`config.mk`:
```
export PLATFORM = sky130hd
export DESIGN_NAME = dctpp_ram
export DESIGN_NICKNAME = d
export VERILOG_FILES = /design/src/design/dctpp_ram.sv
export SDC_FILE = /design/constraint.sdc
export NUM_CORES = 1
export LEC_CHECK = 0
export ABC_AREA = 1
export ABC_CLOCK_PERIOD_IN_PS = 2050
export BUFFER_PORTS_ARGS = -buffer_cell sky130_fd_sc_hd__buf_2
export CAP_MARGIN = 15
export CORE_MARGIN = 1.5
export CORE_UTILIZATION = 45
export CTS_BUF_LIST = sky130_fd_sc_hd__clkbuf_4 sky130_fd_sc_hd__clkbuf_8 sky130_fd_sc_hd__clkbuf_16
export DETAILED_ROUTE_END_ITERATION = 6
export HOLD_SLACK_MARGIN = 0.08
export PLACE_DENSITY = 0.59
export SYNTH_ARGS = -nofsm -noshare
export SYNTH_HDL_FRONTEND = slang
export SYNTH_SLANG_ARGS = --single-unit
```
`constraint.sdc`:
```
create_clock -name clk -period 2.05 [get_ports clk]
set_clock_uncertainty 0.15 [all_clocks]
set_input_delay 0 -clock clk [delete_from_list [all_inputs] [get_ports clk]]
set_output_delay 0 -clock clk [all_outputs]
set_load 0.1 [all_outputs]
```
`src/design/dctpp_ram.sv`:
```
// Generic simple dual-port RAM with registered read.
// No dependencies.
`timescale 1ns / 1ps
`default_nettype none
module dctpp_ram #(
  parameter int WIDTH = 24,
  parameter int DEPTH = 32
) (
  input  wire logic                     clk,
  input  wire logic                     we,
  input  wire logic [$clog2(DEPTH)-1:0] waddr,
  input  wire logic [WIDTH-1:0]         wdata,
  input  wire logic [$clog2(DEPTH)-1:0] raddr,
  output logic      [WIDTH-1:0]         rdata
);

  logic [WIDTH-1:0] mem [DEPTH];

  always_ff @(posedge clk) begin
    if (we) begin
      mem[waddr] <= wdata;
    end
    rdata <= mem[raddr];
  end

endmodule
`default_nettype wire

```
* After elaboration in Yosys (flattened, before gate mapping)
Memories as Yosys holds them, arrays and structs flattened. A register that Yosys moved wholly into a read port is not among the register bits. Cells that the tools add are included.
Word-level totals: memory bits (read-only) 0, logic and storage cells 3, memories kept 1, register bits 0, input port bits 36, memory bits (writable) 768, latch bits 0, output and inout bits 24
Operators by class: bitwise gates (word level) 0, divide/modulo/power cells 0, multiplexer cells 2, reduce and logical (&&, ||, !) cells 0, shift-type cells 0, equal/unequal tests 0, magnitude comparators 0, $mul 0, add/sub/neg operators 0
Memory list:
- mem | words 32, width 24, rd ports 1, clocked after Yosys merged registers in 1, wr ports 1, RTL line 17 | logic [WIDTH-1:0] mem [DEPTH];
Operator list (count):
- $mux W1 | 2

* Longest topological paths before layout
Gate-level depths: netlist of the first run.
depth in word-level cells 2, mapped depth 12, gate-level depth less buffers 9

* Worst setup path before layout of the first run
OpenSTA, ideal clock, no wires.
path kind input port to flip-flop, start in waddr[0], end mem mem[0][0] (enable), arrival 1325 ps, path slack 170 ps, required time 1495 ps, cell stages on the path 3, library setup time 405 ps, buffers on the path 0, path through inv_1 > nand3_1 > nor2_1
RTL lines:
- start, declared | RTL line 11 | input wire logic [$clog2(DEPTH)-1:0] waddr,
- end, declared | RTL line 17
No word-level cell before the write port.

* Final worst setup path of the first run
start in waddr[0], end mem mem[0][19] (enable)
No word-level cell before the write port.

==> reports/results.tsv, run 1 <==
metric	value	unit
run status	finished, final reports clean	
number of core rows	97	
dpl ws	0.323	ns
GR Overflow Total	0	
global-route wire length before repair	130	mm
dpl hpwl	50.0	mm
Sw Pwr	8190	uW
# nets final	2855	
Final Setup Violations	0	
clock latency of the later-clocked register in the worst-skew pair	0.62	ns
switching share of power	22.9	%
flip-flop and latch count after synthesis	792	
buffers inserted during post-CTS setup optimization	0	
clock tree sinks	792	
Slew Viols, Final	0	
transition time at the pin with the least slew margin	0.696	ns
filler-free cell count of the finished design	3826	
vias in the first global route	20300	
Clock Tree Buf Depth	3	
synthesized instance count	2665	
number of placed I/O pins	60	
share of post-route cells with drive strength above 1	12.5	%
maximum number of pins on one net before global-route repair	91	
Comb pwr share	7.6	%
final-layout setup total negative slack	0	ns
max-slew headroom at the worst pin	53.6	%
count of unique library cells instantiated by Yosys	14	
overall track demand over capacity in global routing	24.6	%
min-delay worst type	input port to flip-flop	
area fraction of the dominant cell type after synthesis	72.6	%
Syn Std Cell Area	31800	sq um
Layout area overhead	16.7	%
Power, Total	35700	uW
CP Launch Type	input port	
Max Cap Viol	0	
post-synthesis area per instance	11.9	sq um
data required time at the worst endpoint	2.22	ns
highest ir drop seen on vdd	626	uV
Reg clk slew, reported paths	0.06	ns
crit share post-route	97.2	%
clock root buffer	sky130_fd_sc_hd__clkbuf_16	
critical-path maximum fanout	11	
final hold violations	0	
die area	72200	sq um
effective utilization at floorplan	45.4	%
placer congestion estimate	0.810	
final core occ	53.0	%
iteration count of the initial detailed-routing pass	5	
fraction of the yosys area taken by sequential cells	74.1	%
Final min period	1.99	ns
via-per-instance ratio	5.48	
kind of capture point of the worst setup path	flip-flop	
width of the die	269	um
number of remaining DRC errors	0	
signal arrival time at the worst endpoint	2.17	ns
Die Height	269	um
dominant cells by area after synthesis	sky130_fd_sc_hd__edfxtp_1 (73%), sky130_fd_sc_hd__nand2_1 (13%), sky130_fd_sc_hd__nand3_1 (9.3%)	
number of synthesis warnings	0	
Inst Count DP	3627	
internal power contribution	27500	uW
Reg power frac	50.7	%
Vias	21000	
total wirelength of the detailed-routed design	87.7	mm
post-DR wirelength/cell	22.9	um
Leak Pwr	0.0137	uW
initial antenna violation count	5	
placeable core area	69900	sq um
area leader, netlist	sky130_fd_sc_hd__edfxtp_1	
setup repair after global routing missed its margin	no	
input/output buffers	59	
TritonCTS clock tree	done	
net count after synthesis	2701	
kind of critical path	input port to flip-flop	
clock network fraction of design power	41.7	%
power density of the placed cells	963	nW/um^2
Antenna Violating Nets Remaining	0	
H-tree depth	3	
Max Clk Rate	0.502	GHz
Initial DRC Count	2299	
TritonCTS buffer count	81	
post-route setup slack	0.0567	ns
cells in the final DEF (no fill, tap or decap), types with 10 or more instances in the layout:
master	n
sky130_fd_sc_hd__buf_2	56
sky130_fd_sc_hd__clkbuf_16	84
sky130_fd_sc_hd__clkinv_1	10
sky130_fd_sc_hd__nand2_1	1080
sky130_fd_sc_hd__clkinv_2	15
sky130_fd_sc_hd__dfxtp_1	24
sky130_fd_sc_hd__edfxtp_1	768
sky130_fd_sc_hd__nor2_4	32
sky130_fd_sc_hd__dlygate4sd3_1	48
sky130_fd_sc_hd__clkbuf_4	22
sky130_fd_sc_hd__buf_12	37
sky130_fd_sc_hd__nand3_1	587
sky130_fd_sc_hd__buf_4	87
timing repair:
item	in CTS	in global routing
setup endpoints to repair	0	22
hold endpoints to repair	799	0
hold buffers	49	0
resized for setup	0	5
routing by layer:
| metal | vias to the layer above | track usage, % | wire [um] |
|---|---|---|---|
| met4 | 2 | 7.39 | 2020 |
| met5 | - | 0 | 10 |
| met3 | 127 | 4.08 | 6820 |
| li1 | 9604 | - | - |
| met1 | 10400 | 35.3 | 38500 |
| met2 | 831 | 38.6 | 40300 |
cell families (layout without fill, tap and decap cells):
| logic type | count (synthesis) | count (layout) | share of synthesized area (%) |
|---|---|---|---|
| buffers and inverters | 173 | 393 | 3.47 |
| DFF | 792 | 792 | 74.1 |
| other | 0 | 1 | 0 |
| and+or+nand+nor | 1700 | 1700 | 22.4 |
area by class of cell:
class / instances / area (sq um)
fillers: 5926 / 32800
flip-flops and latches: 792 / 23500
multi-input cells: 1700 / 7360
clock buffers: 113 / 2360
repair buffers: 234 / 2230
well taps: 940 / 1180
clock inverters: 36 / 340
inverters: 10 / 57.6
diodes: 1 / 2.50
per-stage QoR:
stage          instance area (sq um)  hold WS [ns]
6_report                       37100        0.0962
3_3_place_gp                   33900         0.307
2_1_floorplan                  31800       -0.0511
4_1_cts                        37100        0.0829
3_5_place_dp                   33900         0.303
5_1_grt                        37100         0.138
worst max-delay path, cell delays in order:
cell and delay [ns]:
sky130_fd_sc_hd__dlygate4sd3_1 0.53, sky130_fd_sc_hd__buf_2 0.17, sky130_fd_sc_hd__inv_1 0.09, sky130_fd_sc_hd__nand3_1 0.08, sky130_fd_sc_hd__dlygate4sd3_1 0.57, sky130_fd_sc_hd__buf_4 0.22
sky130_fd_sc_hd__nor2_4 0.28, sky130_fd_sc_hd__buf_12 0.20
path summary, 6_finish.rpt:
kind,depth (start not counted),start,slack (ns),endpoint
min reg2reg,8,mem[18][6],0.60,rdata[6]
max,8,waddr[0],0.06,mem[0][19]
min,9,raddr[1],0.1,rdata[7]
max reg2reg,9,mem[29][3],0.22,rdata[3]
registers in the layout, summed over array words and instances (netlist names):
| signal | cells |
|---|---|
| rdata | 24 |
| mem | 768 |
Yosys cell counts:
cell type,count
sky130_fd_sc_hd__buf_2,99
sky130_fd_sc_hd__clkbuf_1,13
sky130_fd_sc_hd__inv_1,7
sky130_fd_sc_hd__inv_2,2
sky130_fd_sc_hd__nand3_1,588
sky130_fd_sc_hd__buf_6,38
sky130_fd_sc_hd__buf_4,7
sky130_fd_sc_hd__edfxtp_1,768
sky130_fd_sc_hd__buf_8,1
sky130_fd_sc_hd__nor2_1,32
sky130_fd_sc_hd__dfxtp_1,24
sky130_fd_sc_hd__nand2_1,1080
sky130_fd_sc_hd__buf_1,5
sky130_fd_sc_hd__inv_6,1
power by group through the flow:
stage	clock network, uW	logic (uW)	registers (uW)
2_1_floorplan	0	1220	18800
3_3_place_gp	0	2570	18500
3_5_place_dp	0	2600	18500
4_1_cts	15100	2690	18100
5_1_grt	15800	2920	18100
6_report	14900	2700	18100
Note: power is estimated with default switching activity, not from simulation.
==> run 2, diff against run 1 <==
--- a/config.mk
+++ b/config.mk
@@ -5,7 +5,6 @@
 export SDC_FILE = /design/constraint.sdc
 export NUM_CORES = 1
 export LEC_CHECK = 0
-export ABC_AREA = 1
 export ABC_CLOCK_PERIOD_IN_PS = 2050
 export BUFFER_PORTS_ARGS = -buffer_cell sky130_fd_sc_hd__buf_2
 export CAP_MARGIN = 15
==> run 2 against run 1 <==
Net effect: final cell count is 26% lower; maximum frequency increased by 1.3%; cell area shrank 2.3%; die area is 4.0% lower; setup slack better by 0.026 ns; critical path depth unchanged; power about the same; synthesized area decreased by 4.0%; sequential power is essentially flat; sequential share of layout area increased by 1.5 points; highest routed layer is now met4; via count fell by 24%.
==> reports/results.tsv, run 2 <==
metric	value	unit	change
initial antenna violation count	0		was 5
number of synthesis warnings	0		unchanged
Reg clk slew, reported paths	0.06	ns	about the same
critical-path maximum fanout	29		was 11
net count after synthesis	1747		was 2701
placeable core area	67200	sq um	was 69900 sq um
flip-flop and latch count after synthesis	792		unchanged
fraction of the mapped netlist area in adder cells	0	%	unchanged
most flop-heavy register	mem		unchanged
Die Height	263	um	was 269 um
min-delay worst type	input port to flip-flop		unchanged
fraction of the yosys area taken by sequential cells	77.2	%	was 74.1%
count of unique library cells instantiated by Yosys	24		was 14
Leak Pwr	0.0128	uW	was 0.0137 uW
Layout area overhead	18.8	%	was 16.7%
Initial DRC Count	1204		was 2299
crit share post-route	95.9	%	was 97.2%
CP Launch Type	input port		unchanged
post-route setup slack	0.0831	ns	was 0.0567 ns
most frequent cell after synthesis	sky130_fd_sc_hd__edfxtp_1		was sky130_fd_sc_hd__nand2_1
clock latency of the later-clocked register in the worst-skew pair	0.62	ns	about the same
Clock Tree Buf Depth	3		unchanged
number of flip-flops under the largest register name	768		unchanged
Final Setup Violations	0		unchanged
share of the synthesized area in compound gates (AO/OA/AOI/OAI)	4.83	%	was 0%
Antenna Violating Nets Remaining	0		unchanged
area leader, netlist	sky130_fd_sc_hd__edfxtp_1		unchanged
number of enable-type register cells in the synthesized netlist	768		unchanged
overall track demand over capacity in global routing	20.8	%	was 24.6%
buffers inserted during post-CTS setup optimization	0		unchanged
ys async rst share	0	%	unchanged
run status	finished, final reports clean		unchanged
final hold violations	0		unchanged
clock tree sinks	792		unchanged
total area of multi-input combinational cells	6490	sq um	was 7360 sq um
leading cell types by count after synthesis	sky130_fd_sc_hd__edfxtp_1 (768), sky130_fd_sc_hd__mux2i_1 (384), sky130_fd_sc_hd__nand2_1 (74), sky130_fd_sc_hd__nand3_1 (74)		was sky130_fd_sc_hd__nand2_1 (1080), sky130_fd_sc_hd__edfxtp_1 (768), sky130_fd_sc_hd__nand3_1 (588), sky130_fd_sc_hd__buf_2 (99), sky130_fd_sc_hd__buf_6 (38)
Syn Std Cell Area	30500	sq um	was 31800 sq um
Seq. cell area	23500	sq um	unchanged
maximum number of pins on one net before global-route repair	44		was 91
placer congestion estimate	0.769		was 0.810
Max Cap Viol	0		unchanged
final-layout fill cell count	5226		was 5926
effective utilization at floorplan	45.4	%	about the same
tightest hold margin	0.307	ns	was 0.0962 ns
Slew Viols, Final	0		unchanged
Vias	16000		was 21000
total wirelength of the detailed-routed design	72.0	mm	was 87.7 mm
clock root buffer	sky130_fd_sc_hd__clkbuf_16		unchanged
GR Overflow Total	0		unchanged
multiplexer share of the synthesized area	12.6	%	was 0%
power density of the placed cells	986	nW/um^2	was 963 nW/um^2
xor and xnor area share after synthesis	0	%	unchanged
dpl hpwl	39.9	mm	was 50.0 mm
transition time at the pin with the least slew margin	0.718	ns	was 0.696 ns
Primary FF master, synth	sky130_fd_sc_hd__edfxtp_1		unchanged
dominant cells by area after synthesis	sky130_fd_sc_hd__edfxtp_1 (76%), sky130_fd_sc_hd__mux2i_1 (13%), sky130_fd_sc_hd__a22oi_1 (1.8%)		was sky130_fd_sc_hd__edfxtp_1 (73%), sky130_fd_sc_hd__nand2_1 (13%), sky130_fd_sc_hd__nand3_1 (9.3%)
most frequent cells in the layout	sky130_fd_sc_hd__edfxtp_1 (768), sky130_fd_sc_hd__mux2i_1 (384), sky130_fd_sc_hd__clkbuf_16 (84)		was sky130_fd_sc_hd__nand2_1 (1080), sky130_fd_sc_hd__edfxtp_1 (768), sky130_fd_sc_hd__nand3_1 (587)
vias in the first global route	16100		was 20300
via-per-instance ratio	5.64		was 5.48
Power, Total	35700	uW	about the same
TritonCTS buffer count	81		unchanged
most common cell after layout, fill and taps aside	sky130_fd_sc_hd__edfxtp_1		was sky130_fd_sc_hd__nand2_1
share of post-route cells with drive strength above 1	17.6	%	was 12.5%
highest ir drop seen on vdd	495	uV	was 626 uV
kind of critical path	input port to flip-flop		unchanged
final core occ	53.9	%	was 53.0%
signal arrival time at the worst endpoint	2.30	ns	was 2.17 ns
data required time at the worst endpoint	2.38	ns	was 2.22 ns
final cell area excluding filler cells	36200	sq um	was 37100 sq um
Max Clk Rate	0.508	GHz	was 0.502 GHz
registers with the highest flip-flop counts	mem (768), rdata (24)		unchanged
largest family of logic cells by synthesized area	multiplexers		was simple AND/OR/NAND/NOR gates
post-synthesis area per instance	17.8	sq um	was 11.9 sq um
TritonCTS clock tree	done		unchanged
setup repair after global routing missed its margin	yes		was no
# diodes	0		was 1
number of remaining DRC errors	0		unchanged
Final min period	1.97	ns	was 1.99 ns
number of placed I/O pins	60		unchanged
# nets final	1939		was 2855
max-slew headroom at the worst pin	52.2	%	was 53.6%
synthesized instance count	1711		was 2665
iteration count of the initial detailed-routing pass	5		unchanged
global-route wire length before repair	106	mm	was 130 mm
dpl ws	-0.0142	ns	was 0.323 ns
fraction of the mapped netlist area in simple logic gates	3.29	%	was 22.4%
die area	69300	sq um	was 72200 sq um
input/output buffers	59		unchanged
area fraction of the dominant cell type after synthesis	75.7	%	was 72.6%
H-tree depth	3		unchanged
kind of capture point of the worst setup path	flip-flop		unchanged
number of core rows	95		was 97
post-DR wirelength/cell	25.3	um	was 22.9 um
width of the die	263	um	was 269 um
Placed Instance Area	33000	sq um	was 33900 sq um
==> run 2: cell families after synthesis <==
group	after synthesis
flops	792
simple gates	221
compound gates	216
buf+inv	98
mux	384
==> run 2: path summary, 6_finish.rpt <==
| kind | start | to | slack, ns | cells past startpoint |
|---|---|---|---|---|
| max reg2reg | mem[17][4] | rdata[4] | 0.36 | 5 |
| min | wdata[4] | mem[21][4] | 0.31 | 2 |
| min reg2reg | mem[26][23] | rdata[23] | 0.45 | 4 |
| max | raddr[2] | rdata[5] | 0.08 | 8 |
==> run 2: what timing repair did <==
action                                 4_1_cts  5_1_grt
endpoints found under the hold margin     1118        0
setup endpoints to repair                    0        4
gates resized for setup                      0        5
hold buffers                                39        0
==> run 2: power by group <==
| part | switching [uW] | internal (uW) |
|---|---|---|
| clock network | 5920 | 9340 |
| logic | 1630 | 736 |
| registers | 77.7 | 18000 |
==> run 2: layout make-up <==
| type | count | share of cell area, % |
|---|---|---|
| sequential | 792 | 65.0 |
| timing repair buffer | 207 | 6.35 |
| tap | 873 | 3.02 |
| multi-input combinational | 821 | 17.9 |
| clock inverter | 35 | 1.26 |
| clock buffer | 112 | 6.44 |
==> run 2: metrics by stage <==
| step | TNS [ns] | instances |
|---|---|---|
| floorplan | -38.23 | 1711 |
| global placement | 0 | 2653 |
| detailed placement | -0.0142 | 2653 |
| CTS | 0 | 2839 |
| global route | -0.00466 | 2840 |
| finish | 0 | 2840 |
==> run 2: critical path, stage by stage <==
cell and delay [ns]:
sky130_fd_sc_hd__dlygate4sd3_1 0.51, sky130_fd_sc_hd__buf_2 0.18, sky130_fd_sc_hd__nor2b_4 0.32, sky130_fd_sc_hd__buf_12 0.26, sky130_fd_sc_hd__buf_4 0.32, sky130_fd_sc_hd__a22oi_1 0.11
sky130_fd_sc_hd__a31oi_1 0.45, sky130_fd_sc_hd__nand3_1 0.12
==> run 2: routing by layer <==
metal	vias to the layer above	track usage [%]	share of wire, %
li1	7178	-	-
met1	8347	30.0	46
met2	382	33.2	47
met3	97	3.03	5.0
met4	0	5.42	1.8
met5	-	0	0
==> run 3, diff against run 2 <==
--- a/config.mk
+++ b/config.mk
@@ -14,6 +14,7 @@
 export DETAILED_ROUTE_END_ITERATION = 6
 export HOLD_SLACK_MARGIN = 0.08
 export PLACE_DENSITY = 0.59
+export RECOVER_POWER = 25
 export SYNTH_ARGS = -nofsm -noshare
 export SYNTH_HDL_FRONTEND = slang
 export SYNTH_SLANG_ARGS = --single-unit
==> run 3 against run 2 <==
Net effect: die area stayed put; via count is 0.36% higher; register-to-register slack hardly changed; the flow now finishes with violations (capacitance limit); critical path type unchanged; power hardly changed; critical path depth is 1 higher; routed wire length hardly changed.
==> reports/results.tsv, run 3 (synthesis results as in run 2) <==
metric	value	unit	change
Final Setup Violations	0		unchanged
most frequent cells in the layout	sky130_fd_sc_hd__edfxtp_1 (768), sky130_fd_sc_hd__mux2i_1 (384), sky130_fd_sc_hd__clkbuf_16 (84)		unchanged
most common cell after layout, fill and taps aside	sky130_fd_sc_hd__edfxtp_1		unchanged
Reg clk slew, reported paths	0.06	ns	about the same
TritonCTS clock tree	done		unchanged
most flop-heavy register	mem		unchanged
source of the worst hold timing path	wdata[10]		was wdata[4]
number of core rows	95		unchanged
final cell area excluding filler cells	36200	sq um	about the same
effective utilization at floorplan	45.4	%	unchanged
buffers inserted during post-CTS setup optimization	0		unchanged
overall track demand over capacity in global routing	20.8	%	unchanged
Layout area overhead	18.7	%	was 18.8%
crit share post-route	95.4	%	was 95.9%
critical-path maximum fanout	19		was 29
violated checks	capacitance limit		
width of the die	263	um	unchanged
placer congestion estimate	0.769		unchanged
kind of capture point of the worst setup path	flip-flop		unchanged
total wirelength of the detailed-routed design	72.0	mm	about the same
clock tree sinks	792		unchanged
CP Launch Type	input port		unchanged
max-slew headroom at the worst pin	0.00718	%	was 52.2%
Clock Tree Buf Depth	3		unchanged
Placed Instance Area	33000	sq um	unchanged
share of post-route cells with drive strength above 1	16.7	%	was 17.6%
vias in the first global route	16100		unchanged
initial antenna violation count	0		unchanged
global-route wire length before repair	106	mm	unchanged
setup repair after global routing missed its margin	yes		unchanged
number of remaining DRC errors	0		unchanged
Max Clk Rate	0.511	GHz	was 0.508 GHz
signal arrival time at the worst endpoint	2.30	ns	about the same
H-tree depth	3		unchanged
kind of critical path	input port to flip-flop		unchanged
# nets final	1939		unchanged
number of placed I/O pins	60		unchanged
clock latency of the later-clocked register in the worst-skew pair	0.62	ns	about the same
final-layout fill cell count	5234		was 5226
Slew Viols, Final	0		unchanged
TritonCTS buffer count	81		unchanged
data required time at the worst endpoint	2.39	ns	was 2.38 ns
post-DR wirelength/cell	25.3	um	about the same
crit path launch	raddr[0]		was raddr[2]
Max Cap Viol	1		was 0
placeable core area	67200	sq um	unchanged
iteration count of the initial detailed-routing pass	5		unchanged
Die Height	263	um	unchanged
# diodes	0		unchanged
run status	finished, violations left		was finished, final reports clean
transition time at the pin with the least slew margin	1.50	ns	was 0.718 ns
Antenna Violating Nets Remaining	0		unchanged
Final min period	1.96	ns	was 1.97 ns
Vias	16100		was 16000
register-to-register setup slack	0.35	ns	was 0.36 ns
highest ir drop seen on vdd	492	uV	was 495 uV
die area	69300	sq um	unchanged
clock root buffer	sky130_fd_sc_hd__clkbuf_16		unchanged
min-delay worst type	input port to flip-flop		unchanged
Power, Total	35700	uW	about the same
maximum number of pins on one net before global-route repair	44		unchanged
Initial DRC Count	1150		was 1204
number of flip-flops under the largest register name	768		unchanged
via-per-instance ratio	5.66		was 5.64
power density of the placed cells	987	nW/um^2	was 986 nW/um^2
dpl hpwl	39.9	mm	unchanged
GR Overflow Total	0		unchanged
final hold violations	0		unchanged
registers with the highest flip-flop counts	mem (768), rdata (24)		unchanged
R2R Path Start	mem[17][4]		unchanged
Leak Pwr	0.0127	uW	was 0.0128 uW
input/output buffers	59		unchanged
==> run 3: cell count changes in the layout (fill, tap and decap cells not counted), sizes merged <==
cell / previous run / this run
buf: 167 / 150
clkbuf: 113 / 130
==> run 3: power breakdown <==
part	internal [uW]	switching [uW]	total (uW)	leakage, uW
Clock	9340	5920	15300	0.00139
Combinational	731	1640	2370	0.00420
Sequential	18000	78.6	18100	0.00712
Total	28100	7630	35700	0.0127
==> run 3: area by class of cell <==
cell class | count | area, sq um | share of cell area (%)
clock buffers | 112 | 2330 | 6.44
clock inverters | 35 | 458 | 1.27
multi-input cells | 821 | 6490 | 17.9
flip-flops and latches | 792 | 23500 | 65.1
well taps | 873 | 1090 | 3.02
repair buffers | 207 | 2280 | 6.29
==> run 3: worst max-delay path: stages <==
cell and delay, ns:
sky130_fd_sc_hd__dlygate4sd3_1 0.58, sky130_fd_sc_hd__buf_12 0.21, sky130_fd_sc_hd__buf_16 0.21, sky130_fd_sc_hd__buf_4 0.16, sky130_fd_sc_hd__mux2i_1 0.24, sky130_fd_sc_hd__nand2_1 0.08
sky130_fd_sc_hd__dlygate4sd3_1 0.55, sky130_fd_sc_hd__a31oi_1 0.16, sky130_fd_sc_hd__nand3_1 0.09
==> run 3: through the flow <==
stage	worst slack [ns]	std cells	hold slack (ns)	setup TNS (ns)	utilization (%)
floorplan	-0.187	1711	-0.0511	-38.23	-
detailed placement	-0.0142	2653	0.387	-0.0142	49.1
finish	0.0934	2840	0.349	0	53.9
global route	-0.00466	2840	0.392	-0.00466	53.9
CTS	0.00290	2839	0.291	0	53.8
global placement	0.0225	2653	0.358	0	49.1
==> run 3: path summary, 6_finish.rpt <==
kind / to / depth (start not counted)
max: rdata[4] / 9
min: mem[5][10] / 2
max reg2reg: rdata[4] / 5
min reg2reg: rdata[23] / 4
==> run 3: routing by layer <==
layer / global-route usage (%) / share of wire, % / routed length [um]
met1: 30.0 / 46 / 33100
met5: 0 / 0 / 0
met2: 33.2 / 47 / 34200
met3: 3.03 / 4.8 / 3420
met4: 5.42 / 1.8 / 1280
==> run 3: what timing repair did <==
item | CTS | global route
gates resized for setup | 0 | 5
endpoints found under the hold margin | 1118 | 0
hold buffers | 39 | 0
setup endpoints to repair | 0 | 4
